File: src/rtl/core/rmfh_pkg.sv
// Package for the recursive mutex with FIFO handoff.
// Holds sizing constants, operation/status/state codes, payload structs
// and the ring slot helper. No dependencies.
`default_nettype none

package rmfh_pkg;

   // Sizing
   localparam int QUEUE_DEPTH = 16;
   localparam int ID_BITS     = 8;
   localparam int DEPTH_BITS  = 16;
   localparam int QA_BITS     = $clog2(QUEUE_DEPTH);
   localparam int FILL_BITS   = $clog2(QUEUE_DEPTH + 1);

   localparam logic [QA_BITS:0]      QUEUE_DEPTH_W = (QA_BITS + 1)'(QUEUE_DEPTH);
   localparam logic [FILL_BITS-1:0]  QUEUE_FULL    = FILL_BITS'(QUEUE_DEPTH);
   localparam logic [DEPTH_BITS-1:0] DEPTH_MAX     = '1;

   // Request operations
   typedef enum logic [1:0] {
      FN_ACQUIRE = 2'd0,
      FN_TRY     = 2'd1,
      FN_RELEASE = 2'd2,
      FN_NONE    = 2'd3
   } func_type;

   // Result status codes
   typedef enum logic [2:0] {
      STS_OK         = 3'd0,
      STS_INVALID    = 3'd1,
      STS_BUSY       = 3'd2,
      STS_NOT_LOCKED = 3'd3,
      STS_NOT_OWNER  = 3'd4,
      STS_OVERFLOW   = 3'd5
   } status_type;

   // Sequencer states
   typedef enum logic [1:0] {
      ST_IDLE,
      ST_DECIDE,
      ST_SEARCH,
      ST_HANDOFF
   } state_type;

   typedef struct packed {
      func_type   func;
      logic [7:0] pid;
   } req_type;

   typedef struct packed {
      status_type  status;
      logic        queued;
      logic        locked;
      logic [7:0]  owner_id;
      logic [15:0] depth;
      logic [4:0]  waiting;
   } rsp_type;

   // Commands from the sequencer to the waiter ring
   typedef struct packed {
      logic               rd_en;
      logic [QA_BITS-1:0] rd_off;
      logic               push;
      logic [ID_BITS-1:0] push_id;
      logic               pop;
   } ring_cmd_type;

   // Physical slot of the entry at a given offset from the head
   function automatic logic [QA_BITS-1:0] rmfh_slot(input logic [QA_BITS-1:0] head,
                                                    input logic [QA_BITS-1:0] off);
      logic [QA_BITS:0] sum;
      sum = {1'b0, head} + {1'b0, off};
      if (sum >= QUEUE_DEPTH_W) begin
         sum = sum - QUEUE_DEPTH_W;
      end
      return sum[QA_BITS-1:0];
   endfunction

endpackage

`default_nettype wire

File: src/rtl/core/rmfh_ring.sv
// Waiter ring of the recursive mutex: entry memory, head pointer and fill count.
// Depends on rmfh_pkg.
`default_nettype none

module rmfh_ring (
   input  wire logic                          clock,
   input  wire logic                          reset,
   input  wire rmfh_pkg::ring_cmd_type        cmd,
   output logic [rmfh_pkg::ID_BITS-1:0]       rd_data,
   output logic [rmfh_pkg::FILL_BITS-1:0]     fill
);
   import rmfh_pkg::*;

   logic [ID_BITS-1:0]   mem [QUEUE_DEPTH];
   logic [ID_BITS-1:0]   rd_data_ff;
   logic [QA_BITS-1:0]   head_ff, head_in;
   logic [FILL_BITS-1:0] fill_ff, fill_in;
   logic [QA_BITS-1:0]   rd_slot, wr_slot;

   // Map offsets to physical slots
   assign rd_slot = rmfh_slot(head_ff, cmd.rd_off);
   assign wr_slot = rmfh_slot(head_ff, fill_ff[QA_BITS-1:0]);

   // Advance head on pop, count pushes and pops
   always_comb begin
      head_in = head_ff;
      fill_in = fill_ff;
      if (cmd.pop) begin
         head_in = rmfh_slot(head_ff, QA_BITS'(1));
         fill_in = fill_ff - FILL_BITS'(1);
      end else if (cmd.push) begin
         fill_in = fill_ff + FILL_BITS'(1);
      end
   end

   always_ff @(posedge clock) begin
      if (reset) begin
         head_ff <= '0;
         fill_ff <= '0;
      end else begin
         head_ff <= head_in;
         fill_ff <= fill_in;
      end
   end

   // Write at the tail, read with a registered port
   always_ff @(posedge clock) begin
      if (cmd.push) begin
         mem[wr_slot] <= cmd.push_id;
      end
      if (cmd.rd_en) begin
         rd_data_ff <= mem[rd_slot];
      end
   end

   assign rd_data = rd_data_ff;
   assign fill    = fill_ff;

   a_fill_bound: assert property (@(posedge clock) disable iff (reset)
      fill_ff <= QUEUE_FULL)
      else $error("ring fill above capacity");

   a_no_push_full: assert property (@(posedge clock) disable iff (reset)
      cmd.push |-> fill_ff != QUEUE_FULL)
      else $error("push into full ring");

   a_no_pop_empty: assert property (@(posedge clock) disable iff (reset)
      cmd.pop |-> fill_ff != '0 && !cmd.push)
      else $error("pop from empty ring or pop with push");

endmodule

`default_nettype wire

File: src/rtl/core/recursive_mutex_fifo_handoff.sv
// Top level of the recursive mutex with a FIFO of waiters and direct handoff.
// Depends on rmfh_pkg and rmfh_ring.
//
// Requests are accepted when start is high and busy is low; each request gives
// exactly one result, shown for one cycle with rsp_strobe, and the receiver
// cannot stall it, so capture it on that cycle. A request keeps busy high
// while ST_DECIDE decides it, so no new request is taken until it is done; a
// release handing the lock to a waiter also goes through ST_HANDOFF. A blocking
// acquire that finds the lock held by another id with N waiters already queued
// (0 < N < QUEUE_DEPTH) walks the waiter ring one entry per cycle through the
// single ring read port to reject duplicates, keeping busy high through ST_DECIDE
// and ST_SEARCH. The result strobes in the first cycle with busy low.
// reserved_id is written through the csr_ channel, which is ready only while
// the block is idle and start is low.
`default_nettype none

module recursive_mutex_fifo_handoff (
   input  wire logic             clock,
   input  wire logic             reset,
   input  wire logic             start,
   output logic                  busy,
   input  wire rmfh_pkg::req_type req_data,
   output logic                  rsp_strobe,
   output rmfh_pkg::rsp_type     rsp_data,
   input  wire logic             csr_valid,
   output logic                  csr_ready,
   input  wire logic [7:0]       csr_data
);
   import rmfh_pkg::*;

   state_type             state_ff, state_in;
   req_type               req_ff;
   logic [7:0]            reserved_ff;
   logic                  held_ff, held_in;
   logic [ID_BITS-1:0]    holder_ff, holder_in;
   logic [DEPTH_BITS-1:0] nest_ff, nest_in;
   logic [FILL_BITS-1:0]  issue_ff, issue_in;
   logic                  rsp_valid_ff, rsp_valid_in;
   rsp_type               rsp_ff, rsp_in;

   ring_cmd_type          ring_cmd;
   logic [ID_BITS-1:0]    ring_rd_data;
   logic [FILL_BITS-1:0]  ring_fill;
   logic [FILL_BITS-1:0]  fill_after;

   logic                  accept;
   logic                  done;
   logic                  go_search;
   logic                  go_handoff;
   logic [ID_BITS-1:0]    req_id;
   logic                  is_acq;
   status_type            status_v;
   logic                  queued_v;

   assign accept    = start && !busy;
   assign busy      = (state_ff != ST_IDLE);
   assign csr_ready = (state_ff == ST_IDLE) && !start;
   assign req_id    = req_ff.pid[ID_BITS-1:0];
   assign is_acq    = (req_ff.func == FN_ACQUIRE) || (req_ff.func == FN_TRY);

   rmfh_ring u_ring (
      .clock   (clock),
      .reset   (reset),
      .cmd     (ring_cmd),
      .rd_data (ring_rd_data),
      .fill    (ring_fill)
   );

   // Next state
   always_comb begin
      state_in = state_ff;
      unique case (state_ff)
         ST_IDLE: begin
            if (accept) begin
               state_in = ST_DECIDE;
            end
         end
         ST_DECIDE: begin
            if (go_search) begin
               state_in = ST_SEARCH;
            end else if (go_handoff) begin
               state_in = ST_HANDOFF;
            end else begin
               state_in = ST_IDLE;
            end
         end
         ST_SEARCH: begin
            if (done) begin
               state_in = ST_IDLE;
            end
         end
         ST_HANDOFF: begin
            state_in = ST_IDLE;
         end
         default: begin
            state_in = ST_IDLE;
         end
      endcase
   end

   // Decide the request, drive the ring and update the lock
   always_comb begin
      held_in    = held_ff;
      holder_in  = holder_ff;
      nest_in    = nest_ff;
      issue_in   = issue_ff;
      ring_cmd   = '0;
      ring_cmd.push_id = req_id;
      status_v   = STS_OK;
      queued_v   = 1'b0;
      done       = 1'b0;
      go_search  = 1'b0;
      go_handoff = 1'b0;
      unique case (state_ff)
         ST_DECIDE: begin
            if (is_acq) begin
               priority if (req_id == reserved_ff[ID_BITS-1:0]) begin
                  status_v = STS_INVALID;
                  done     = 1'b1;
               end else if (!held_ff) begin
                  held_in   = 1'b1;
                  holder_in = req_id;
                  nest_in   = DEPTH_BITS'(1);
                  done      = 1'b1;
               end else if (holder_ff == req_id) begin
                  if (nest_ff == DEPTH_MAX) begin
                     status_v = STS_OVERFLOW;
                  end else begin
                     nest_in = nest_ff + DEPTH_BITS'(1);
                  end
                  done = 1'b1;
               end else if (req_ff.func == FN_TRY || ring_fill == QUEUE_FULL) begin
                  status_v = STS_BUSY;
                  done     = 1'b1;
               end else if (ring_fill == '0) begin
                  // empty ring: nothing to search, append now
                  status_v      = STS_BUSY;
                  queued_v      = 1'b1;
                  ring_cmd.push = 1'b1;
                  done          = 1'b1;
               end else begin
                  // fetch the head entry and start the duplicate search
                  ring_cmd.rd_en  = 1'b1;
                  ring_cmd.rd_off = '0;
                  issue_in        = FILL_BITS'(1);
                  go_search       = 1'b1;
               end
            end else if (req_ff.func == FN_RELEASE) begin
               priority if (!held_ff) begin
                  status_v = STS_NOT_LOCKED;
                  done     = 1'b1;
               end else if (holder_ff != req_id) begin
                  status_v = STS_NOT_OWNER;
                  done     = 1'b1;
               end else if (nest_ff > DEPTH_BITS'(1)) begin
                  nest_in = nest_ff - DEPTH_BITS'(1);
                  done    = 1'b1;
               end else if (ring_fill != '0) begin
                  // fetch the head waiter for handoff
                  ring_cmd.rd_en  = 1'b1;
                  ring_cmd.rd_off = '0;
                  go_handoff      = 1'b1;
               end else begin
                  held_in   = 1'b0;
                  holder_in = '0;
                  nest_in   = '0;
                  done      = 1'b1;
               end
            end else begin
               done = 1'b1;
            end
         end
         ST_SEARCH: begin
            status_v = STS_BUSY;
            if (ring_rd_data == req_id) begin
               done = 1'b1;
            end else if (issue_ff == ring_fill) begin
               queued_v      = 1'b1;
               ring_cmd.push = 1'b1;
               done          = 1'b1;
            end else begin
               ring_cmd.rd_en  = 1'b1;
               ring_cmd.rd_off = issue_ff[QA_BITS-1:0];
               issue_in        = issue_ff + FILL_BITS'(1);
            end
         end
         ST_HANDOFF: begin
            holder_in    = ring_rd_data;
            nest_in      = DEPTH_BITS'(1);
            ring_cmd.pop = 1'b1;
            done         = 1'b1;
         end
         default: begin
         end
      endcase
   end

   // Build the result from the state after this request
   always_comb begin
      fill_after = ring_fill;
      if (ring_cmd.push) begin
         fill_after = ring_fill + FILL_BITS'(1);
      end else if (ring_cmd.pop) begin
         fill_after = ring_fill - FILL_BITS'(1);
      end
      rsp_valid_in     = done;
      rsp_in.status    = status_v;
      rsp_in.queued    = queued_v;
      rsp_in.locked    = held_in;
      rsp_in.owner_id  = held_in ? 8'(holder_in) : 8'd0;
      rsp_in.depth     = held_in ? 16'(nest_in) : 16'd0;
      rsp_in.waiting   = 5'(fill_after);
   end

   // Control and lock state
   always_ff @(posedge clock) begin
      if (reset) begin
         state_ff     <= ST_IDLE;
         held_ff      <= 1'b0;
         holder_ff    <= '0;
         nest_ff      <= '0;
         issue_ff     <= '0;
         reserved_ff  <= '0;
         rsp_valid_ff <= 1'b0;
      end else begin
         state_ff     <= state_in;
         held_ff      <= held_in;
         holder_ff    <= holder_in;
         nest_ff      <= nest_in;
         issue_ff     <= issue_in;
         rsp_valid_ff <= rsp_valid_in;
         if (csr_valid && csr_ready) begin
            reserved_ff <= csr_data;
         end
      end
   end

   // Capture the request and the result payload
   always_ff @(posedge clock) begin
      if (accept) begin
         req_ff <= req_data;
      end
      if (done) begin
         rsp_ff <= rsp_in;
      end
   end

   assign rsp_strobe = rsp_valid_ff;
   assign rsp_data   = rsp_ff;

   a_strobe_idle: assert property (@(posedge clock) disable iff (reset)
      rsp_valid_ff |-> state_ff == ST_IDLE)
      else $error("result strobe while busy");

   a_accept_decide: assert property (@(posedge clock) disable iff (reset)
      accept |=> state_ff == ST_DECIDE)
      else $error("accepted request not decided");

   a_unlocked_clear: assert property (@(posedge clock) disable iff (reset)
      !held_ff |-> nest_ff == '0 && holder_ff == '0)
      else $error("unlocked with owner or depth");

   a_locked_depth: assert property (@(posedge clock) disable iff (reset)
      held_ff |-> nest_ff != '0)
      else $error("locked at depth zero");

endmodule

`default_nettype wire
File: config.mk
export PLATFORM = sky130hd
export DESIGN_NAME = recursive_mutex_fifo_handoff
export DESIGN_NICKNAME = d
export VERILOG_FILES = /design/src/rtl/core/rmfh_pkg.sv /design/src/rtl/core/rmfh_ring.sv /design/src/rtl/core/recursive_mutex_fifo_handoff.sv
export SDC_FILE = /design/constraint.sdc
export NUM_CORES = 1
export LEC_CHECK = 0
export BUFFER_PORTS_ARGS = -buffer_cell sky130_fd_sc_hd__buf_2
export CAP_MARGIN = 20
export CORE_AREA = 4 4 153 155
export CTS_BUF_LIST = sky130_fd_sc_hd__clkbuf_8
export DETAILED_ROUTE_END_ITERATION = 8
export DIE_AREA = 0 0 157 159
export HOLD_SLACK_MARGIN = 0.06
export PLACE_DENSITY = 0.67
export SKIP_CTS_REPAIR_TIMING = 1
export SLEW_MARGIN = 0
export SYNTH_ARGS = -nofsm -noshare
export SYNTH_HDL_FRONTEND = slang
export SYNTH_SLANG_ARGS = --single-unit
File: constraint.sdc
create_clock -name clock -period 4.4 [get_ports clock]
set_input_delay 0.44 -clock clock [delete_from_list [all_inputs] [get_ports clock]]
set_output_delay 0.44 -clock clock [all_outputs]
set_load 0.01 [all_outputs]
Word-level counts from Yosys, hierarchy flattened
Memories as Yosys holds them, arrays and structs flattened. A register that Yosys moved wholly into a read port is not among the register bits. Index checks and enable logic that the tools add are counted.

Muxes and demuxes: 112. Add/subtract/negate cells: 11. $lt $le $gt $ge: 4. Equal/unequal tests: 22. Reductions and logical operators: 16.

Operator list (count): 16-bit two-way mux (10); 5-bit two-way mux (20); 8-bit two-way mux (8); 1-bit two-way mux (44); 16-bit one-hot mux with 2 select lines (1); 6-bit two-way mux (5); 8-bit == test (3); 3-bit two-way mux (8); 2-bit != test, second input constant (10); 16-bit by 1-bit adder with 16-bit output, second input constant (1); 16-bit == test, second input constant (1); 16-bit by 1-bit greater-than comparator with 1-bit output, second input constant (1); 8-bit one-hot mux with 2 select lines (1); 16-bit by 1-bit subtractor with 16-bit output, second input constant (1); 5-bit >= comparator, second input constant (3); 2-bit two-way mux (6); 4-bit two-way mux (3); 6-bit one-hot mux with 2 select lines (1); 4-bit by 1-bit subtractor with 4-bit output, second input constant (3); 4-bit by 4-bit adder with 5-bit output (2); 5-bit by 1-bit adder with 5-bit output, second input constant (2); 5-bit one-hot mux with 2 select lines (1); 9-bit AND reduction (1); 8-bit != test (1); 18 further kinds (28).

Flip-flop bits (word level): 94. Output and inout port bits: 37. Memory bits (writable): 128. Memories kept: 1.

Memory list: u_ring.mem (words 16, bits a word 8, rd ports 1, clocked after Yosys merged registers in 1, write ports 1, line rmfh_ring.sv:14) `logic [ID_BITS-1:0] mem [QUEUE_DEPTH];`.

Longest topological paths before layout
Depth in word-level cells: 11. Mapped depth: 13.

Modules after synthesis
Synthesis repeated with hierarchy kept, for this count alone.

Cell total of the unflattened synthesis: 878. Area, all modules: 11008.1 um^2.

By module, submodules not included: rmfh_ring (area each 5944.5 um^2, instances 1, cells an instance 318); recursive_mutex_fifo_handoff (area each 5063.6 um^2, instances 1, cells an instance 560).

Least setup slack after synthesis
OpenSTA, ideal clock, no wires.

Path type: reg2reg. Start: register req_ff, in the netlist req_id[7]. End: register rsp_ff, in the netlist rsp_data[0] (enable). Required time: 3.975 ns. Data arrival time: 3.354 ns. Cell stages (with the launch flop): 7. Setup slack: 0.621 ns. Clock period less this slack: 3.779 ns. Path buffers: 0. Path through: edfxtp_1 > xor2_1 > nor4_1 > nand2_1 > a41oi_1 > a211oi_2 > nor2_1.

Word-level cells in the longest chain between the ends: 6. Elaborated cells on any way between the ends: 13.

Ends and longest elaborated chain: from (decl) (line recursive_mutex_fifo_handoff.sv:32) `req_type req_ff;`; from (signal assigned) (line recursive_mutex_fifo_handoff.sv:241) `req_ff <= req_data;`; 8-bit != test / 8-bit == test (equally long branches) (line recursive_mutex_fifo_handoff.sv:152, recursive_mutex_fifo_handoff.sv:125); 1-bit two-way mux, on equally long branches (line recursive_mutex_fifo_handoff.sv:152, recursive_mutex_fifo_handoff.sv:125); 1-bit two-way mux, on equally long branches (line recursive_mutex_fifo_handoff.sv:149, recursive_mutex_fifo_handoff.sv:120); 1-bit two-way mux, on equally long branches (line recursive_mutex_fifo_handoff.sv:148, recursive_mutex_fifo_handoff.sv:117); 1-bit two-way mux (line recursive_mutex_fifo_handoff.sv:116) `if (is_acq) begin`; 1-bit one-hot mux with 3 select lines (*) (line recursive_mutex_fifo_handoff.sv:114) `unique case (state_ff)`; net done (line recursive_mutex_fifo_handoff.sv:47) `logic done;`; to (signal assigned) (line recursive_mutex_fifo_handoff.sv:244) `rsp_ff <= rsp_in;`; to (decl) (line recursive_mutex_fifo_handoff.sv:39) `rsp_type rsp_ff, rsp_in;`.

Mark *: on every way through the listed nets, which the timed path passes. The rest lies on a longest branch. A chain may end at the register's enable or synchronous reset.

Final worst setup path
Start: register req_ff, in the netlist req_id[4]. End: register u_ring.rd_data_ff[5], in the netlist u_ring.rd_data[5], read port of u_ring.mem, data pin.

Word-level cells in the longest chain between the ends: 9. Elaborated cells on any way between the ends: 17.

Ends and longest elaborated chain: 8-bit != test / 8-bit == test (equally long branches) (line recursive_mutex_fifo_handoff.sv:152, recursive_mutex_fifo_handoff.sv:125); 5-bit two-way mux / 6-bit two-way mux (equally long branches) (line recursive_mutex_fifo_handoff.sv:152, recursive_mutex_fifo_handoff.sv:125); 5-bit two-way mux / 6-bit two-way mux (equally long branches) (line recursive_mutex_fifo_handoff.sv:149, recursive_mutex_fifo_handoff.sv:120); 5-bit two-way mux / 6-bit two-way mux (equally long branches) (line recursive_mutex_fifo_handoff.sv:148, recursive_mutex_fifo_handoff.sv:117); 5-bit two-way mux (line recursive_mutex_fifo_handoff.sv:116); 6-bit one-hot mux with 2 select lines (*) (line recursive_mutex_fifo_handoff.sv:114); 4-bit by 4-bit adder with 5-bit output (line rmfh_pkg.sv:72) `sum = {1'b0, head} + {1'b0, off};`; 4-bit by 1-bit subtractor with 4-bit output / 5-bit >= comparator (equally long branches) (line rmfh_pkg.sv:74, rmfh_pkg.sv:73); 4-bit two-way mux (line rmfh_pkg.sv:73) `if (sum >= QUEUE_DEPTH_W) begin`; to (decl) (line rmfh_ring.sv:15) `logic [ID_BITS-1:0] rd_data_ff;`.

Every way passes the cells marked *; elsewhere a longest branch is shown, timed or not.

==> results.md <==
- The setup-violating endpoint count in the final report is 0.
- The slowest stage cell on the critical path is edfxtp_1.
- The achievable frequency is 0.255 GHz.
- The via density per instance is 6.00.
- The die is 159 um tall.
- The clock root buffer is clkbuf_8.
- Once detail routing completed, the nets flagged for antenna violations numbered 0.
- The total of flip-flops plus latches after synthesis is 230.
- The die covers 25,000 um2.
- The run finished with clean final reports.
- The number of cells on the worst reg-to-reg path is 12.
- The post-synthesis net count is 899.
- At the later pin of the worst-skew pair, clock insertion delay measures 0.57 ns.
- The placed instances occupy a cell area of 11,700 um2.
- The repair_antennas step left the layout with diodes totalling 0.
- CTS saw 230 sinks.
- By area the synthesized netlist is led by edfxtp_1 50%, dfxtp_1 9.2%, mux4_2 6.6%, mux2i_1 3.0%, nor2_1 2.8%.
- For this run, design rule violations remaining after detail routing come to 0.
- In this run the power density over the cells is 367 nW/um2.
- Routability-driven placement finished with a final weighted congestion of 0.938.
- The post-layout minimum cycle time is 3.93 ns.
- TritonCTS built the clock tree.
- The type of element capturing the critical path is a flop.
- The number of global-route vias before repair is 7,450.
- The maximum level of the CTS H-tree is 2.
- The worst clock skew is 0.0431 ns.
- The filler cells instantiated in the layout total 1,802.
- In this design, the stage delay of the slowest critical-path cell is 0.80 ns.
- Adding up every negative setup slack in the final design gives 0 ns.
- For this run, global-route usage on met1 was measured as 0.322.
- Summed over all layers, the routed wires come to 27,700 um.
- The headroom to the max-slew limit is 0.299.
- In the synthesized netlist the dominant register cell turns out to be edfxtp_1.
- After synthesis the cells add up to 10,900 um2.
- The starting utilization of the core area is 0.499.
- Summed over all instances, the cell type with the most area after synthesis is edfxtp_1.
- The proportion of synthesized flip-flops having asynchronous set or reset is 0.
- The number of design-rule violations left by the first detailed-router iteration is 635.
- The longest clock path from root to sink contains 3 buffers.
- The largest voltage drop on the vdd net is 0.268 mV.
- Once detailed placement completed, the half-perimeter wirelength came to 18,500 um.
- The Yosys warning count is 0.
- After technology mapping, the gate count stands at 855.
- Clock tree synthesis inserted a total of 40 buffers.
- The first global-routing pass estimated 43,400 um of wire.
- STA classifies the critical path startpoint as a flop.
- The share of synthesized area in the top cell type comes to 0.496.
- The critical setup path kind is flop to flop.
- For the pin with the worst max-slew slack, the measured transition is 1.05 ns.
- In the global route stage, met3 resource usage came out at 0.0522.
- The standby leakage power is 4.47 nW.
- The worst hold path was traced through 3 stages.
- The overall global routing resource usage is 0.223.
- The path category of the worst min-delay check is input pin to flop.
- The synthesized design contains 180 enable-type register cells.
- The post-route standard cell area excluding fillers is 12,500 um2.
- After synthesis, the mean cell area works out to 12.7 um2.
- The startpoint of the most critical hold path is csr_data[7].
- The number of nets at the end of the flow is 1,000.
- The via count is 7,599.
- Before antenna repair, the detailed router went through 7 iterations.
- The final cycle utilization of the critical path is 0.892.
- STA puts the critical path data arrival time at 4.23 ns.
- The share of the yosys chip area belonging to registers is 0.588.
- The relative area change from synthesis to final layout is 14.7%.
- The standard cell core area is 21,800 um2.
- The placement row count is 54.
- The number of buffer cells added on primary ports is 58.
- The x dimension of the die is 157 um.
- The most used routing layer in global routing is met2.
- The initial antenna violation count is 0.
- Of the cells placed in the final design, the portion with a size suffix greater than 1 is 0.201.
- Max-cap violations in this run came to 0.
- Setup repair after global routing left no endpoint under its margin.
- The per-cell routed wire length is 21.9 um.
- The clock transition time at the flip-flop clock pins of the worst setup and hold paths is 0.06 ns.
- The required time of the worst setup path is 4.71 ns.
- The total overflow left after global routing is 0.
- The number of distinct library cells after synthesis is 69.
- The largest net degree at the start of global routing is 54.
- The startpoint identified for the worst register-to-register timing path is req_id[4].
- The final hold violation count is 0.
- The critical path goes through xor2_1 > nor4_1 > nand2_1 > and3_1 > and3_1 > ha_2 > inv_1 > fa_1 > buf_4 > mux4_2 > mux2i_1 > mux2i_1.
- The max-slew violation total from the final report was 0.
- The I/O pin count is 59.
- Along the worst path, the maximum fanout reaches 32.
- For met2 alone, demand over resource in global routing was 0.339.
- The most critical setup path has its startpoint at req_id[4].
-- Yosys cell counts (3+ instances only) --
library cell and number:
buf_2 12, a221oi_1 3, o22ai_1 7, a31oi_1 12, or3_1 5, o41ai_1 4, and3_1 10, nor3_1 35
buf_1 5, o211ai_1 4, a21o_1 6, and4_1 9, a211oi_1 6, xor2_1 33, xnor2_1 20, a222oi_1 8
o21ai_0 22, nor2_1 80, nand2_1 39, mux4_2 32, nand3b_1 3, inv_1 18, nand3_1 29, ha_1 20
nor4_1 16, edfxtp_1 180, mux2i_1 33, nor2b_1 4, nand2b_1 10, a21oi_1 30, clkbuf_1 32, and2_1 9
nand4_1 13, dfxtp_1 50, nor4b_1 4
-- cells in the final DEF, fill, tap and decap left out, types with 32 or more instances in the layout --
cell      instances
xor2_1           32
clkbuf_8         41
nor2_1           79
mux4_2           32
nor3_1           35
edfxtp_1        180
buf_2            58
dfxtp_1          50
buf_4            40
nand2_1          39
mux2i_1          33
-- cell families after synthesis --
| group | synth area share |
|---|---|
| AND/OR/NAND/NOR | 0.136 |
| flip-flops | 0.588 |
| AO/OA/AOI/OAI | 0.0821 |
| buffers and inverters | 0.0262 |
| multiplexers | 0.0985 |
| XOR/XNOR | 0.0426 |
| adder cells (fa/ha/maj) | 0.0266 |
-- critical path, delay by kind of cell (launching register included) --
kind                     cells  cell delay, ns
AND/OR/NAND/NOR              4            0.96
multiplexers                 3            0.78
flip-flops                   1            0.80
XOR/XNOR                     1            0.17
buffers and inverters        2            0.36
adder cells (fa/ha/maj)      2            0.60
-- worst paths after layout --
| check | end | slack [ns] |
|---|---|---|
| max | u_ring.rd_data[5] | 0.47 |
| min | reserved_ff[7] | 0.13 |
| max reg2reg | u_ring.rd_data[5] | 0.47 |
| min reg2reg | reserved_ff[5] | 0.48 |
-- metal layers --
metal,vias to the layer above,routed length (um)
met5,-,0
met4,0,532
met3,51,2200
met2,305,13000
met1,3743,12000
li1,3500,-
-- per-stage QoR --
step	instances	setup slack, ns	util	hold WS [ns]	total power [mW]
after global routing	1267	0.133	0.572	0.0998	4.78
after detailed placement	1184	0.466	0.534	0.471	2.83
after floorplan	855	0.621	-	0.448	2.69
after global placement	1184	0.522	0.534	0.469	2.83
final	1267	0.474	0.572	0.128	4.58
after CTS	1257	0.468	0.568	0.0228	4.61
-- state kept, by name, indices dropped and copies added, names as in the netlist, 4 cells and up --
signal          flops
holder_ff           8
issue_ff            5
nest_ff            16
req_id              8
reserved_ff         8
rsp_data           34
u_ring.fill         5
u_ring.head_ff      4
u_ring.mem        128
u_ring.rd_data      8
-- power breakdown --
| group | total (mW) | internal, mW | switching, mW |
|---|---|---|---|
| combinational | 0.352 | 0.119 | 0.233 |
| clock | 1.78 | 0.889 | 0.896 |
| sequential | 2.45 | 2.39 | 0.0568 |
-- final cells by class --
class / instances / area, um2 / share of cell area
clock inverter: 32 / 165 / 0.0132
clock buffer: 41 / 564 / 0.0452
tap: 280 / 350 / 0.0280
timing repair buffer: 109 / 711 / 0.0569
multi-input combinational: 555 / 4220 / 0.338
sequential: 230 / 6410 / 0.513
inverter: 20 / 75.1 / 0.00601
No activity file was read; power rests on OpenSTA's default activity.
